==> config.mk <==
export PLATFORM = sky130hd
export DESIGN_NAME = utf8_to_utf16_bmp_decoder
export DESIGN_NICKNAME = d
export VERILOG_FILES = /design/src/hw/rtl/u8d_pkg.sv /design/src/hw/rtl/u8d_step.sv /design/src/hw/rtl/u8d_out_buf.sv /design/src/hw/rtl/utf8_to_utf16_bmp_decoder.sv
export SDC_FILE = /design/constraint.sdc
export NUM_CORES = 1
export LEC_CHECK = 0
export BUFFER_PORTS_ARGS = -buffer_cell sky130_fd_sc_hd__buf_2
export CAP_MARGIN = 20
export CELL_PAD_IN_SITES_DETAIL_PLACEMENT = 0
export CELL_PAD_IN_SITES_GLOBAL_PLACEMENT = 1
export CORE_UTILIZATION = 30
export CTS_CLUSTER_SIZE = 10
export DETAILED_ROUTE_END_ITERATION = 10
export GPL_ROUTABILITY_DRIVEN = 0
export PLACE_DENSITY = 0.54
export SLEW_MARGIN = 20
export SYNTH_ARGS = -nofsm -noshare
export SYNTH_HDL_FRONTEND = slang
export SYNTH_SLANG_ARGS = --single-unit
==> constraint.sdc <==
create_clock -name clk -period 12.7 [get_ports clk]
set_clock_uncertainty 0.1 [all_clocks]
set_input_delay 0 -clock clk [delete_from_list [all_inputs] [get_ports clk]]
set_output_delay 0 -clock clk [all_outputs]
set_load 0.02 [all_outputs]
==> src/hw/rtl/u8d_pkg.sv <==
// shared types, constants and codes of the utf-8 to utf-16 bmp decoder
package u8d_pkg;

  // field widths
  localparam int unsigned BYTE_W   = 8;
  localparam int unsigned UNIT_W   = 16;
  localparam int unsigned CP_W     = 21;
  localparam int unsigned STATUS_W = 3;

  // output tdata layout: code_unit, status, unit_count, padded to bytes
  localparam int unsigned OUT_DATA_BITS = UNIT_W + STATUS_W + UNIT_W;
  localparam int unsigned OUT_DATA_W    = ((OUT_DATA_BITS + 7) / 8) * 8;

  // limit after reset
  localparam logic [UNIT_W-1:0] LIMIT_RESET = 16'd50;

  // byte classification masks and patterns
  localparam logic [BYTE_W-1:0] MASK_LEAD2 = 8'hE0;
  localparam logic [BYTE_W-1:0] PAT_LEAD2  = 8'hC0;
  localparam logic [BYTE_W-1:0] MASK_LEAD3 = 8'hF0;
  localparam logic [BYTE_W-1:0] PAT_LEAD3  = 8'hE0;
  localparam logic [BYTE_W-1:0] MASK_LEAD4 = 8'hF8;
  localparam logic [BYTE_W-1:0] PAT_LEAD4  = 8'hF0;
  localparam logic [BYTE_W-1:0] MASK_CONT  = 8'hC0;
  localparam logic [BYTE_W-1:0] PAT_CONT   = 8'h80;
  localparam logic [CP_W-1:0]   BMP_MAX    = 21'h00FFFF;

  // string status codes
  typedef enum logic [STATUS_W-1:0] {
    ST_OK         = 3'd0,
    ST_BAD_LEAD   = 3'd1,
    ST_BAD_CONT   = 3'd2,
    ST_FULL       = 3'd3,
    ST_BEYOND_BMP = 3'd4
  } status_t;

  // decoder state carried between words
  typedef struct packed {
    logic [CP_W-1:0]   partial_cp;
    logic [1:0]        bytes_remaining;
    logic [UNIT_W-1:0] units_emitted;
    status_t           status;
  } dec_state_t;

  // one result word
  typedef struct packed {
    logic [UNIT_W-1:0]   code_unit;
    logic                unit_valid;
    logic                string_done;
    logic [STATUS_W-1:0] status;
    logic [UNIT_W-1:0]   unit_count;
  } result_t;

  // output buffer status toward the top level
  typedef struct packed {
    logic can_push;
    logic main_valid;
  } buf_status_t;

endpackage

==> src/hw/rtl/u8d_step.sv <==
// next-state and result logic for one utf-8 byte
module u8d_step (
  input  u8d_pkg::dec_state_t        state_cur,
  input  logic [u8d_pkg::BYTE_W-1:0] byte_value,
  input  logic                       last_byte,
  input  logic [u8d_pkg::UNIT_W-1:0] output_limit,
  output u8d_pkg::dec_state_t        state_nxt,
  output logic                       res_valid,
  output u8d_pkg::result_t           res
);

  logic                       finished;
  logic                       emit;
  logic [u8d_pkg::UNIT_W-1:0] unit;
  u8d_pkg::dec_state_t        st;

  // decode the byte against the current state
  always_comb begin
    st       = state_cur;
    finished = 1'b0;
    emit     = 1'b0;
    unit     = '0;
    if (state_cur.status == u8d_pkg::ST_OK) begin
      if (state_cur.bytes_remaining == 2'd0) begin
        // lead position
        if (!byte_value[7]) begin
          st.partial_cp = {13'd0, byte_value};
          finished      = 1'b1;
        end else if ((byte_value & u8d_pkg::MASK_LEAD2) == u8d_pkg::PAT_LEAD2) begin
          st.partial_cp      = {16'd0, byte_value[4:0]};
          st.bytes_remaining = 2'd1;
        end else if ((byte_value & u8d_pkg::MASK_LEAD3) == u8d_pkg::PAT_LEAD3) begin
          st.partial_cp      = {17'd0, byte_value[3:0]};
          st.bytes_remaining = 2'd2;
        end else if ((byte_value & u8d_pkg::MASK_LEAD4) == u8d_pkg::PAT_LEAD4) begin
          st.partial_cp      = {18'd0, byte_value[2:0]};
          st.bytes_remaining = 2'd3;
        end else begin
          st.status = u8d_pkg::ST_BAD_LEAD;
        end
      end else begin
        // continuation position
        if ((byte_value & u8d_pkg::MASK_CONT) != u8d_pkg::PAT_CONT) begin
          st.status          = u8d_pkg::ST_BAD_CONT;
          st.bytes_remaining = 2'd0;
        end else begin
          st.partial_cp      = {state_cur.partial_cp[u8d_pkg::CP_W-7:0], byte_value[5:0]};
          st.bytes_remaining = state_cur.bytes_remaining - 2'd1;
          finished           = (st.bytes_remaining == 2'd0);
        end
      end
      // finished code point: limit check first, then plane check
      if (finished) begin
        if (st.units_emitted >= output_limit) begin
          st.status = u8d_pkg::ST_FULL;
        end else if (st.partial_cp > u8d_pkg::BMP_MAX) begin
          st.status = u8d_pkg::ST_BEYOND_BMP;
        end else begin
          unit             = st.partial_cp[u8d_pkg::UNIT_W-1:0];
          emit             = 1'b1;
          st.units_emitted = st.units_emitted + 16'd1;
        end
        st.partial_cp = '0;
      end
      // string ends inside a sequence
      if (last_byte && (st.status == u8d_pkg::ST_OK) && (st.bytes_remaining != 2'd0)) begin
        st.status = u8d_pkg::ST_BAD_CONT;
      end
    end
  end

  // result word and state for the next byte
  always_comb begin
    res_valid       = emit | last_byte;
    res.code_unit   = unit;
    res.unit_valid  = emit;
    res.string_done = last_byte;
    res.status      = last_byte ? st.status : u8d_pkg::ST_OK;
    res.unit_count  = last_byte ? st.units_emitted : '0;
    if (last_byte) begin
      state_nxt = '0;
    end else begin
      state_nxt = st;
    end
  end

endmodule

==> src/hw/rtl/u8d_out_buf.sv <==
// result register with skid stage toward the output channel
module u8d_out_buf (
  input  logic                 clk,
  input  logic                 rst_n,
  input  logic                 push,
  input  u8d_pkg::result_t     push_res,
  input  logic                 pop_ready,
  output u8d_pkg::buf_status_t buf_status,
  output u8d_pkg::result_t     head_res
);

  logic             main_valid_r, main_valid_nxt;
  logic             skid_valid_r, skid_valid_nxt;
  u8d_pkg::result_t main_r, main_nxt;
  u8d_pkg::result_t skid_r, skid_nxt;
  logic             pop;

  assign pop = main_valid_r & pop_ready;

  // buffer next state
  always_comb begin
    main_valid_nxt = main_valid_r;
    skid_valid_nxt = skid_valid_r;
    main_nxt       = main_r;
    skid_nxt       = skid_r;
    if (skid_valid_r) begin
      if (pop) begin
        main_nxt       = skid_r;
        skid_valid_nxt = 1'b0;
      end
    end else if (push) begin
      if (!main_valid_r || pop) begin
        main_nxt       = push_res;
        main_valid_nxt = 1'b1;
      end else begin
        skid_nxt       = push_res;
        skid_valid_nxt = 1'b1;
      end
    end else if (pop) begin
      main_valid_nxt = 1'b0;
    end
  end

  // valid flags
  always_ff @(posedge clk) begin
    if (!rst_n) begin
      main_valid_r <= 1'b0;
      skid_valid_r <= 1'b0;
    end else begin
      main_valid_r <= main_valid_nxt;
      skid_valid_r <= skid_valid_nxt;
    end
  end

  // payload
  always_ff @(posedge clk) begin
    main_r <= main_nxt;
    skid_r <= skid_nxt;
  end

  assign buf_status.can_push   = ~skid_valid_r;
  assign buf_status.main_valid = main_valid_r;
  assign head_res              = main_r;

endmodule

==> src/hw/rtl/utf8_to_utf16_bmp_decoder.sv <==
// top level of the utf-8 to utf-16 bmp decoder
//
//  channel | direction | tdata                     | tuser      | tlast
//  in_     | slave     | byte_value                | -          | last_byte
//  out_    | master    | code_unit,status,unit_cnt | unit_valid | string_done
//  cfg_    | write     | output_limit              | -          | -
//
// one byte word is accepted every cycle while in_tready is high; its result word is
// computed by the single decode stage between the state register and the result
// register and is registered there, or in the skid stage when the output stalls.
// a byte that ends no code point and is not the last gives no result word.
// reset clears the decoder state and sets output_limit to 50.
// an output stall is absorbed by a skid stage; in_tready falls only when both
// the result register and the skid stage hold words.
module utf8_to_utf16_bmp_decoder (
  input  logic                           clk,
  input  logic                           rst_n,
  // byte_value[7:0]
  input  logic [u8d_pkg::BYTE_W-1:0]     in_tdata,
  input  logic                           in_tlast,
  input  logic                           in_tvalid,
  output logic                           in_tready,
  // code_unit[15:0], status[18:16], unit_count[34:19], zero pad above
  output logic [u8d_pkg::OUT_DATA_W-1:0] out_tdata,
  // unit_valid[0]
  output logic                           out_tuser,
  output logic                           out_tlast,
  output logic                           out_tvalid,
  input  logic                           out_tready,
  input  logic                           cfg_we,
  input  logic [u8d_pkg::UNIT_W-1:0]     cfg_wdata
);

  logic [u8d_pkg::UNIT_W-1:0] limit_r;
  u8d_pkg::dec_state_t        state_r;
  u8d_pkg::dec_state_t        state_nxt;
  logic                       res_valid;
  u8d_pkg::result_t           res;
  u8d_pkg::result_t           head_res;
  u8d_pkg::buf_status_t       buf_status;
  logic                       in_acc;

  assign in_tready = buf_status.can_push;
  assign in_acc    = in_tvalid & in_tready;

  // configuration register
  always_ff @(posedge clk) begin
    if (!rst_n) begin
      limit_r <= u8d_pkg::LIMIT_RESET;
    end else if (cfg_we) begin
      limit_r <= cfg_wdata;
    end
  end

  // decode stage
  u8d_step u_step (
    .state_cur    (state_r),
    .byte_value   (in_tdata),
    .last_byte    (in_tlast),
    .output_limit (limit_r),
    .state_nxt    (state_nxt),
    .res_valid    (res_valid),
    .res          (res)
  );

  // decoder state register
  always_ff @(posedge clk) begin
    if (!rst_n) begin
      state_r <= '0;
    end else if (in_acc) begin
      state_r <= state_nxt;
    end
  end

  // result register and skid stage
  u8d_out_buf u_out_buf (
    .clk        (clk),
    .rst_n      (rst_n),
    .push       (in_acc & res_valid),
    .push_res   (res),
    .pop_ready  (out_tready),
    .buf_status (buf_status),
    .head_res   (head_res)
  );

  // output packing
  assign out_tvalid = buf_status.main_valid;
  assign out_tlast  = head_res.string_done;
  assign out_tuser  = head_res.unit_valid;
  assign out_tdata  = {{(u8d_pkg::OUT_DATA_W - u8d_pkg::OUT_DATA_BITS){1'b0}},
                       head_res.unit_count, head_res.status, head_res.code_unit};

  // a full skid stage implies a full result register
  assert property (@(posedge clk) disable iff (!rst_n) !in_tready |-> out_tvalid)
    else $error("skid stage holds a word while result register is empty");

  // the last byte of a string leaves a cleared state behind
  assert property (@(posedge clk) disable iff (!rst_n)
    (in_acc && in_tlast) |=> (state_r.units_emitted == '0 &&
                              state_r.status == u8d_pkg::ST_OK &&
                              state_r.bytes_remaining == 2'd0))
    else $error("state not cleared after last byte");

  // a latched error never leaves a sequence open
  assert property (@(posedge clk) disable iff (!rst_n)
    (state_r.status != u8d_pkg::ST_OK) |-> (state_r.bytes_remaining == 2'd0))
    else $error("error latched with continuation bytes pending");

endmodule

Word level (Yosys, flattened, before mapping)

Cells that the tools add are included.
Widths: inputs -> output; s select.

Flip-flop bits (word level): 134
Input bits: 30
Output and inout port bits: 44
Logic and storage cells: 100

Add/sub/neg operators: 2
$lt $le $gt $ge: 2
Eq/ne operators: 6
Multiplexer cells: 50
Bitwise operators: 6
Reduce and logical (&&, ||, !) cells: 17

Operators by type and width:

| operator              | number |
|---|---|
| $mux 37               | 4 |
| $mux 23               | 5 |
| $mux 16               | 7 |
| $mux 42               | 2 |
| $mux 21               | 3 |
| $mux 19               | 2 |
| $mux 3                | 10 |
| $gt 21x16->1 const B  | 1 |
| $add 16x1->16 const B | 1 |
| $ge 16x16->1          | 1 |
| $mux 1                | 15 |
| $reduce_bool 2->1     | 5 |
| $reduce_and 3->1      | 3 |
| $logic_not 3->1       | 2 |
| $ne 2x2->1 const B    | 3 |
| $eq 5x5->1 const B    | 1 |
| $eq 4x4->1 const B    | 1 |
| $logic_not 2->1       | 2 |
| $mux 2                | 2 |
| $and 1x1->1           | 3 |
| $eq 3x3->1 const B    | 1 |
| $logic_and 1x1->1     | 2 |
| $not 1->1             | 2 |
| $reduce_and 2->1      | 1 |
| 4 further kinds       | 4 |

Depth between registers and ports, before layout

Gate-level depths: netlist of the first run.

Word-level depth: 21
Gate-level depth with buffers: 10

By module

From an unflattened synthesis of the first run, not the netlist that was laid out.

Cells, all modules: 761
Area total of the unflattened synthesis: 7821.3 sq um

By module, submodules not included:

| module                    | times used | cells each | area each (sq um) | sequential area each (sq um) |
|---|---|---|---|---|
| u8d_out_buf               | 1          | 131        | 2989.1            | 2262.2 |
| utf8_to_utf16_bmp_decoder | 1          | 251        | 2428.6            | 1161.1 |
| u8d_step                  | 1          | 379        | 2403.6            | 0.0 |

Worst setup path after synthesis of the first run

Ideal clock, no wire load.

Kind: register to register
Start point: reg state_r[16] (netlist bit)
End point: reg u_out_buf.skid_r[0] (netlist bit) (enable)
Arrival: 4.587 ns
Path slack: 7.528 ns
Cell stages (with the launch flop): 8
Path buffers: 0
Clock period less this slack: 5.172 ns
Path through: dfxtp_1 -> ha_1 -> a211oi_1 -> o21bai_1 -> a211oi_1 -> o21ai_1 -> o41a_1 -> nor3b_1

Longest elaborated chain between the ends: 7

RTL lines:

| item                              | RTL line                        | source |
|---|---|---|
| start: declaration                | utf8_to_utf16_bmp_decoder.sv:35 | `u8d_pkg::dec_state_t state_r;` |
| start signal: assignment          | utf8_to_utf16_bmp_decoder.sv:71 | `state_r <= state_nxt;` |
| $ge 16x16->1                      | u8d_step.sv:54                  | `if (st.units_emitted >= output_limit) begin` |
| $mux 1                            | u8d_step.sv:54                  |  |
| $mux 1                            | u8d_step.sv:53                  | `if (finished) begin` |
| $mux 1                            | u8d_step.sv:23                  | `if (state_cur.status == u8d_pkg::ST_OK) begin` |
| $or 1x1->1                        | u8d_step.sv:74                  | `res_valid = emit \| last_byte;` |
| $and 1x1->1                       | utf8_to_utf16_bmp_decoder.sv:79 | `.push (in_acc & res_valid),` |
| $reduce_and 3->1 (no source line) | --                              |  |
| end signal: assignment            | u8d_out_buf.sv:58               | `skid_r <= skid_nxt;` |
| end: declaration                  | u8d_out_buf.sv:15               | `u8d_pkg::result_t skid_r, skid_nxt;` |

No other way between the ends.
A chain may end at the register's enable or synchronous reset.

==> results.toml, run 1 <==
[outcome]
status = "complete, no violations"

[detailed_routing]
drtPass1Iterations = 7
post_drt_wl_per_cell_um = 17.8
antenna_left = 0
viasPerCell = 5.29
dr_total_vias = 6037
drc = 0
top_layer = "met4"
wl_mm = 20.4
drtIter0Drc = 417
drt-met1-wl_mm = 10.2
dr_wl_met2_mm = 9.01
wl_met3_mm = 1.01

[synthesis]
synth_fa_ha_area_frac = 0.0337
synthArstFlopShare = 0
synth-edff-count = 74
synth_seq_cells = 134
synth_simple_gate_area_frac = 0.202
synth-main-ff-cell = "edfxtp_1"
yosysWarnings = 0
ys_seq_area_frac = 0.485
yosysUniqueCellTypes = 66
muxShareOfSynthArea = 0.0415
synthCells = 749
synth_compound_area_frac = 0.183
synth_area_sq_um = 7060
avgSynthCellArea_sq_um = 9.43
synth_xor_area_frac = 0
synth_top_family_by_area = "simple AND/OR/NAND/NOR gates"

[die]
chipWidth_um = 155
coreArea_sq_um = 22800
die_y_um = 155
die_area_sq_um = 24200
start_util = 0.309
row_count = 55
io_pins = 74

[worst_hold_path]
hp-class = "input pin to flop"

[worst_setup_path]
cp-end-kind = "flop"
crit_required_ns = 12.82
critical_path_class = "flop to flop"
path_cells = "inv_1 > ha_1 > and3_1 > o21ai_2 > nor2_1 > nand2_1 > buf_8 > o41ai_1"
cp-start-kind = "flop"
arrival_ns = 4.30
cp_top_family = "simple AND/OR/NAND/NOR gates"
cp_max_fo = 25
slowest_stage = "and3_1"
cpPeakStageDelay_ns = 0.83
cp_num_buf_inv = 2

[cells_and_area]
areaGrowthSynthToFinish_pct = 20.7
fin_nets = 865
drive_gt1_frac = 0.153
final_common_cell = "nor2_1"
post-route-util = 0.373
antenna_cells = 0
layout_common_cells = "80 x nor2_1, 74 x edfxtp_1, 68 x buf_2"

[global_routing]
grt_max_degree = 81
grt_pass1_wl_mm = 32.5
grt_antenna_before_repair = 0
grt_overflow = 0
grt_util_all_layers = 0.174
first_global_vias = 5710

[power]
vdd_drop_max_mv = 0.0631
power.density_nw_per_um2 = 131
p_leak_uw = 0.00310

[clocking]
path_clk_slew_ns = 0.06
cts.sinks = 134
cts_hold_buf = 31
cts_setup_buffers = 0
cts_made_buffers = 17
clock_latency_ns = 0.42
cts_tree = "done"
cts-resized-gates = 0
cts_root_buffer = "clkbuf_16"
clock_path_buffers = 2
htreeDepth = 4

[sta]
finalCritPeriodShare = 0.329
hold_violations = 0
relSlewSlack = 0.414
setup_viol_count_final = 0
period_needed_ns = 4.18
grt_setup_unrepaired = "no"
worstMarginPinSlew_ns = 0.870
final.setup.tns_ns = 0
drv_slew = 0
timing.fmax_ghz = 0.239

[flow_run]
cap_violations = 0

[place]
dp_hpwl_mm = 13.6
numPortBuffers = 68
==> cell type report <==
| cell class | instances | area, sq um |
|---|---|---|
| timing repair buffer | 109 | 733 |
| multi-input combinational | 526 | 3290 |
| fill | 2360 | 14300 |
| inverter | 28 | 105 |
| sequential | 134 | 3420 |
| clock inverter | 15 | 156 |
| tap | 313 | 392 |
| clock buffer | 17 | 425 |
==> final timing paths <==
check | start | to | slack (ns) | cells after the start
min reg2reg | limit_r[8] | limit_r[8] | 0.40 | 2
max reg2reg | state_r[20] | u_out_buf.head_res[32] | 8.52 | 8
max | state_r[20] | u_out_buf.head_res[32] | 8.52 | 8
min | cfg_we | limit_r[14] | 0.02 | 3
==> synthesized netlist by cell type, drive strengths merged (2+ instances only) <==
| cell type | number | area share |
|---|---|---|
| or3 | 31 | 0.027 |
| and3 | 9 | 0.0080 |
| o311ai | 5 | 0.0062 |
| inv | 27 | 0.014 |
| nand2 | 67 | 0.036 |
| ha | 19 | 0.034 |
| and2 | 2 | 0.0018 |
| o31ai | 11 | 0.012 |
| nor3 | 15 | 0.011 |
| nand2b | 4 | 0.0035 |
| a21o | 2 | 0.0021 |
| nand4 | 17 | 0.015 |
| edfxtp | 74 | 0.31 |
| dfxtp | 60 | 0.17 |
| a21oi | 30 | 0.021 |
| or3b | 2 | 0.0025 |
| o21a | 5 | 0.0053 |
| a211o | 2 | 0.0025 |
| a211oi | 3 | 0.0032 |
| nand3 | 41 | 0.029 |
| buf | 18 | 0.015 |
| a22oi | 19 | 0.020 |
| mux2 | 2 | 0.0032 |
| a32o | 4 | 0.0057 |
| o22ai | 2 | 0.0018 |
| o211ai | 19 | 0.020 |
| nor2 | 80 | 0.043 |
| or4 | 13 | 0.015 |
| o21ai | 34 | 0.027 |
| a2bb2oi | 5 | 0.0062 |
| o41ai | 6 | 0.0074 |
| a31oi | 8 | 0.0071 |
| clkbuf | 47 | 0.025 |
| o21bai | 2 | 0.0021 |
| o2111ai | 12 | 0.015 |
| a22o | 3 | 0.0037 |
| nor3b | 2 | 0.0028 |
| mux2i | 27 | 0.038 |
| nor2b | 3 | 0.0027 |
==> per-stage QoR <==
| stage | area (sq um) | setup slack (ns) | hold slack [ns] | std cells | power, uW |
|---|---|---|---|---|---|
| detailed placement | 7620 | 8.09 | 0.131 | 1078 | 625 |
| finish | 8520 | 8.52 | 0.0160 | 1142 | 1120 |
| global route | 8520 | 8.09 | 0.0400 | 1142 | 1160 |
| CTS | 8510 | 8.10 | 0.0109 | 1141 | 1130 |
| floorplan | 7080 | 7.53 | -0.00113 | 753 | 582 |
| global placement | 7620 | 8.25 | 0.131 | 1078 | 623 |
==> tightest hold or removal path: stages <==
cell     delay (ns)
buf_2          0.26
mux2i_1        0.17
nor2_1         0.07
==> routing by layer <==
metal,up-vias,global-route usage
met5,-,0
met4,0,0.0439
met3,10,0.0315
met2,168,0.264
met1,2915,0.253
li1,2944,-
==> where the power goes <==
part | internal [uW] | leakage (uW) | total [uW] | switching, uW
clock network | 279 | 0.000284 | 494 | 216
logic | 42.7 | 0.00165 | 134 | 91.0
registers | 481 | 0.00116 | 489 | 7.69
total | 803 | 0.00310 | 1120 | 315
==> kinds of logic after synthesis <==
| logic type | count (synthesis) |
|---|---|
| buf+inv | 93 |
| simple gates | 290 |
| other cells | 1 |
| fa+ha+maj | 19 |
| compound gates | 183 |
| flops | 134 |
| mux | 29 |
==> registers in the layout (all words and copies together), names as in the netlist <==
signal,count
u_out_buf.main_valid_r,1
limit_r,16
state_r,42
u_out_buf.skid_valid_r,1
u_out_buf.skid_r,37
u_out_buf.head_res,37
No activity file was read; power rests on OpenSTA's default activity.
==> inputs of run 2 (changes only) <==
--- a/config.mk
+++ b/config.mk
@@ -5,6 +5,7 @@
 export SDC_FILE = /design/constraint.sdc
 export NUM_CORES = 1
 export LEC_CHECK = 0
+export ABC_AREA = 1
 export BUFFER_PORTS_ARGS = -buffer_cell sky130_fd_sc_hd__buf_2
 export CAP_MARGIN = 20
 export CELL_PAD_IN_SITES_DETAIL_PLACEMENT = 0
@@ -13,7 +14,7 @@
 export CTS_CLUSTER_SIZE = 10
 export DETAILED_ROUTE_END_ITERATION = 10
 export GPL_ROUTABILITY_DRIVEN = 0
-export PLACE_DENSITY = 0.54
+export PLACE_DENSITY = 0.58
 export SLEW_MARGIN = 20
 export SYNTH_ARGS = -nofsm -noshare
 export SYNTH_HDL_FRONTEND = slang
==> constraint.sdc (replaced) <==
create_clock -name clk -period 3.7 [get_ports clk]
set_clock_uncertainty 0.1 [all_clocks]
set_input_delay 0 -clock clk [delete_from_list [all_inputs] [get_ports clk]]
set_output_delay 0 -clock clk [all_outputs]
set_load 0.02 [all_outputs]
==> run 2 against run 1 <==
Net effect: highest routed layer unchanged; synthesized area decreased by 5.2%; cell area decreased by 1.6%; critical endpoint is now u_out_buf.head_res[4]; first-iteration DRC count decreased by 29%.
==> results.toml, run 2 <==
[outcome]
status = "complete, no violations"

[cells_and_area]
seq_area_sq_um = 3420
drive_gt1_frac = 0.157
largest_register_ffs = 42
final_common_cell = "nand2_1"
layout_common_cells = "248 x nand2_1, 96 x inv_1, 74 x edfxtp_1"
areaGrowthSynthToFinish_pct = 25.2
antenna_cells = 0
n_fill_cell = 2323
multiInputGateArea_sq_um = 2740
top_register = "state_r"
fin_nets = 984

[worst_setup_path]
crit_start = "state_r[19]"
cpPeakStageDelay_ns = 0.42
r2r-start = "state_r[19]"
cp-end-kind = "flop"
slowest_stage = "ha_1"
cp_top_family = "simple AND/OR/NAND/NOR gates"
cp_num_cells = 16
critical_path_class = "flop to flop"
cp_num_buf_inv = 4
crit_required_ns = 3.85
arrival_ns = 3.29
reg2reg_depth = 16
path_cells = "inv_1 > ha_1 > inv_2 > nand2_4 > nand2_1 > nand2_1 > inv_2 > nand2_1 > nand3_4 > nor2_8 > nand3_2 > buf_4 > nor2_1 > xor2_1 > nand2_1 > o21ai_1"
cp_max_fo = 22
crit_path_frequent_cell = "nand2_1"
cp-start-kind = "flop"

[global_routing]
grt_util_all_layers = 0.155
first_global_vias = 5111
grt_max_degree = 47
grt_overflow = 0
grt_pass1_wl_mm = 26.9
grt_antenna_before_repair = 0

[sta]
relSlewSlack = 0.389
setup_viol_count_final = 0
holdWs_ns = 0.0613
drv_slew = 0
timing.fmax_ghz = 0.319
grt_setup_unrepaired = "no"
hold_violations = 0
finalCritPeriodShare = 0.848
period_needed_ns = 3.14
worstMarginPinSlew_ns = 0.915
final.setup.tns_ns = 0

[synthesis]
synthArstFlopShare = 0
ys_seq_area_frac = 0.511
synth_top_area_share = 0.332
synthCells = 821
synth_area_leader_cell = "edfxtp_1"
yosysUniqueCellTypes = 47
synth-edff-count = 74
synth_common_cells = "248 x nand2_1, 96 x inv_1, 74 x edfxtp_1"
synth_seq_cells = 134
synthTopCellsByArea = "edfxtp_1 33%, dfxtp_1 18%, nand2_1 14%"
synth-main-ff-cell = "edfxtp_1"
yosysMostFrequentCell = "nand2_1"
synth_area_sq_um = 6700
yosysWarnings = 0
avgSynthCellArea_sq_um = 8.16

[worst_hold_path]
hp-class = "input pin to flop"
min_path_cells = 6
hold_start = "in_tdata[5]"

[power]
p_total_uw = 3790
vdd_drop_max_mv = 0.251
power.density_nw_per_um2 = 452
p_leak_uw = 0.00367

[die]
die_area_sq_um = 22900
die_y_um = 151
start_util = 0.307
chipWidth_um = 151
io_pins = 74
coreArea_sq_um = 21800
row_count = 54

[flow_run]
cap_violations = 0

[clocking]
clock_path_buffers = 2
clock_latency_ns = 0.42
cts_tree = "done"
path_clk_slew_ns = 0.06
htreeDepth = 4
cts.sinks = 134
cts_made_buffers = 17
cts_root_buffer = "clkbuf_16"

[place]
dp_hpwl_mm = 11.6
numPortBuffers = 68

[detailed_routing]
drtPass1Iterations = 4
drtIter0Drc = 298
viasPerCell = 4.44
post_drt_wl_per_cell_um = 13.5
dr_total_vias = 5452
wl_mm = 16.6
drc = 0
antenna_left = 0
-- run 2: layer usage --
layer / GRT usage / vias up / wire length (um) / share of wire
met5: 0 / - / 0 / 0
met1: 0.232 / 2472 / 9160 / 0.55
met4: 0.0515 / 0 / 34 / 0.0020
met3: 0.0289 / 5 / 466 / 0.028
li1: - / 2886 / - / -
met2: 0.221 / 89 / 6980 / 0.42
-- run 2: worst register-to-register path, delay by kind of cell, from the launching register on --
family,cells,cell delay [ns]
AND/OR/NAND/NOR,9,1.16
buffers and inverters,4,0.57
adder cells (fa/ha/maj),1,0.42
flip-flops,1,0.32
XOR/XNOR,1,0.24
AO/OA/AOI/OAI,1,0.17
-- run 2: through the flow --
step	worst slack, ns	instance area (sq um)	cells	utilization
finish	0.561	8380	1228	0.384
global route	0.273	8380	1228	0.384
CTS	0.544	8380	1228	0.384
detailed placement	0.562	7350	1153	0.337
global placement	0.638	7350	1153	0.337
floorplan	0.370	6710	825	-
-- run 2: logic make-up after synthesis --
logic type	synth area share
AND/OR/NAND/NOR	0.254
buffers and inverters	0.0820
flip-flops	0.511
AO/OA/AOI/OAI	0.107
adder cells (fa/ha/maj)	0.0355
XOR/XNOR	0.00785
other	0.000560
multiplexers	0.00149
-- run 2: final cells by class --
| cell class | instances | share of cell area |
|---|---|---|
| clock inverter | 13 | 0.0204 |
| clock buffer | 19 | 0.0516 |
| inverter | 105 | 0.0470 |
| timing repair buffer | 123 | 0.104 |
| tap | 280 | 0.0418 |
| sequential | 134 | 0.408 |
| multi-input combinational | 554 | 0.327 |
-- run 2: report_power, final --
part | total [uW] | switching (uW) | internal (uW)
Clock | 1740 | 674 | 1070
Combinational | 399 | 263 | 136
Sequential | 1650 | 15.7 | 1630
Total | 3790 | 953 | 2830
-- run 2: path summary, 6_finish.rpt --
check,slack [ns],end
worst min register to register,0.36,limit_r[13]
worst max register to register,0.56,u_out_buf.head_res[4]
worst min-delay path,0.06,state_r[20]
worst max-delay path,0.56,u_out_buf.head_res[4]
-- run 2: what timing repair did --
item / 4_1_cts / 5_1_grt
setup endpoints to repair: 0 / 0
buffers inserted: 0 / 0
gates resized for setup: 0 / 0
hold endpoints to repair: 29 / 0
hold buffers: 43 / 0
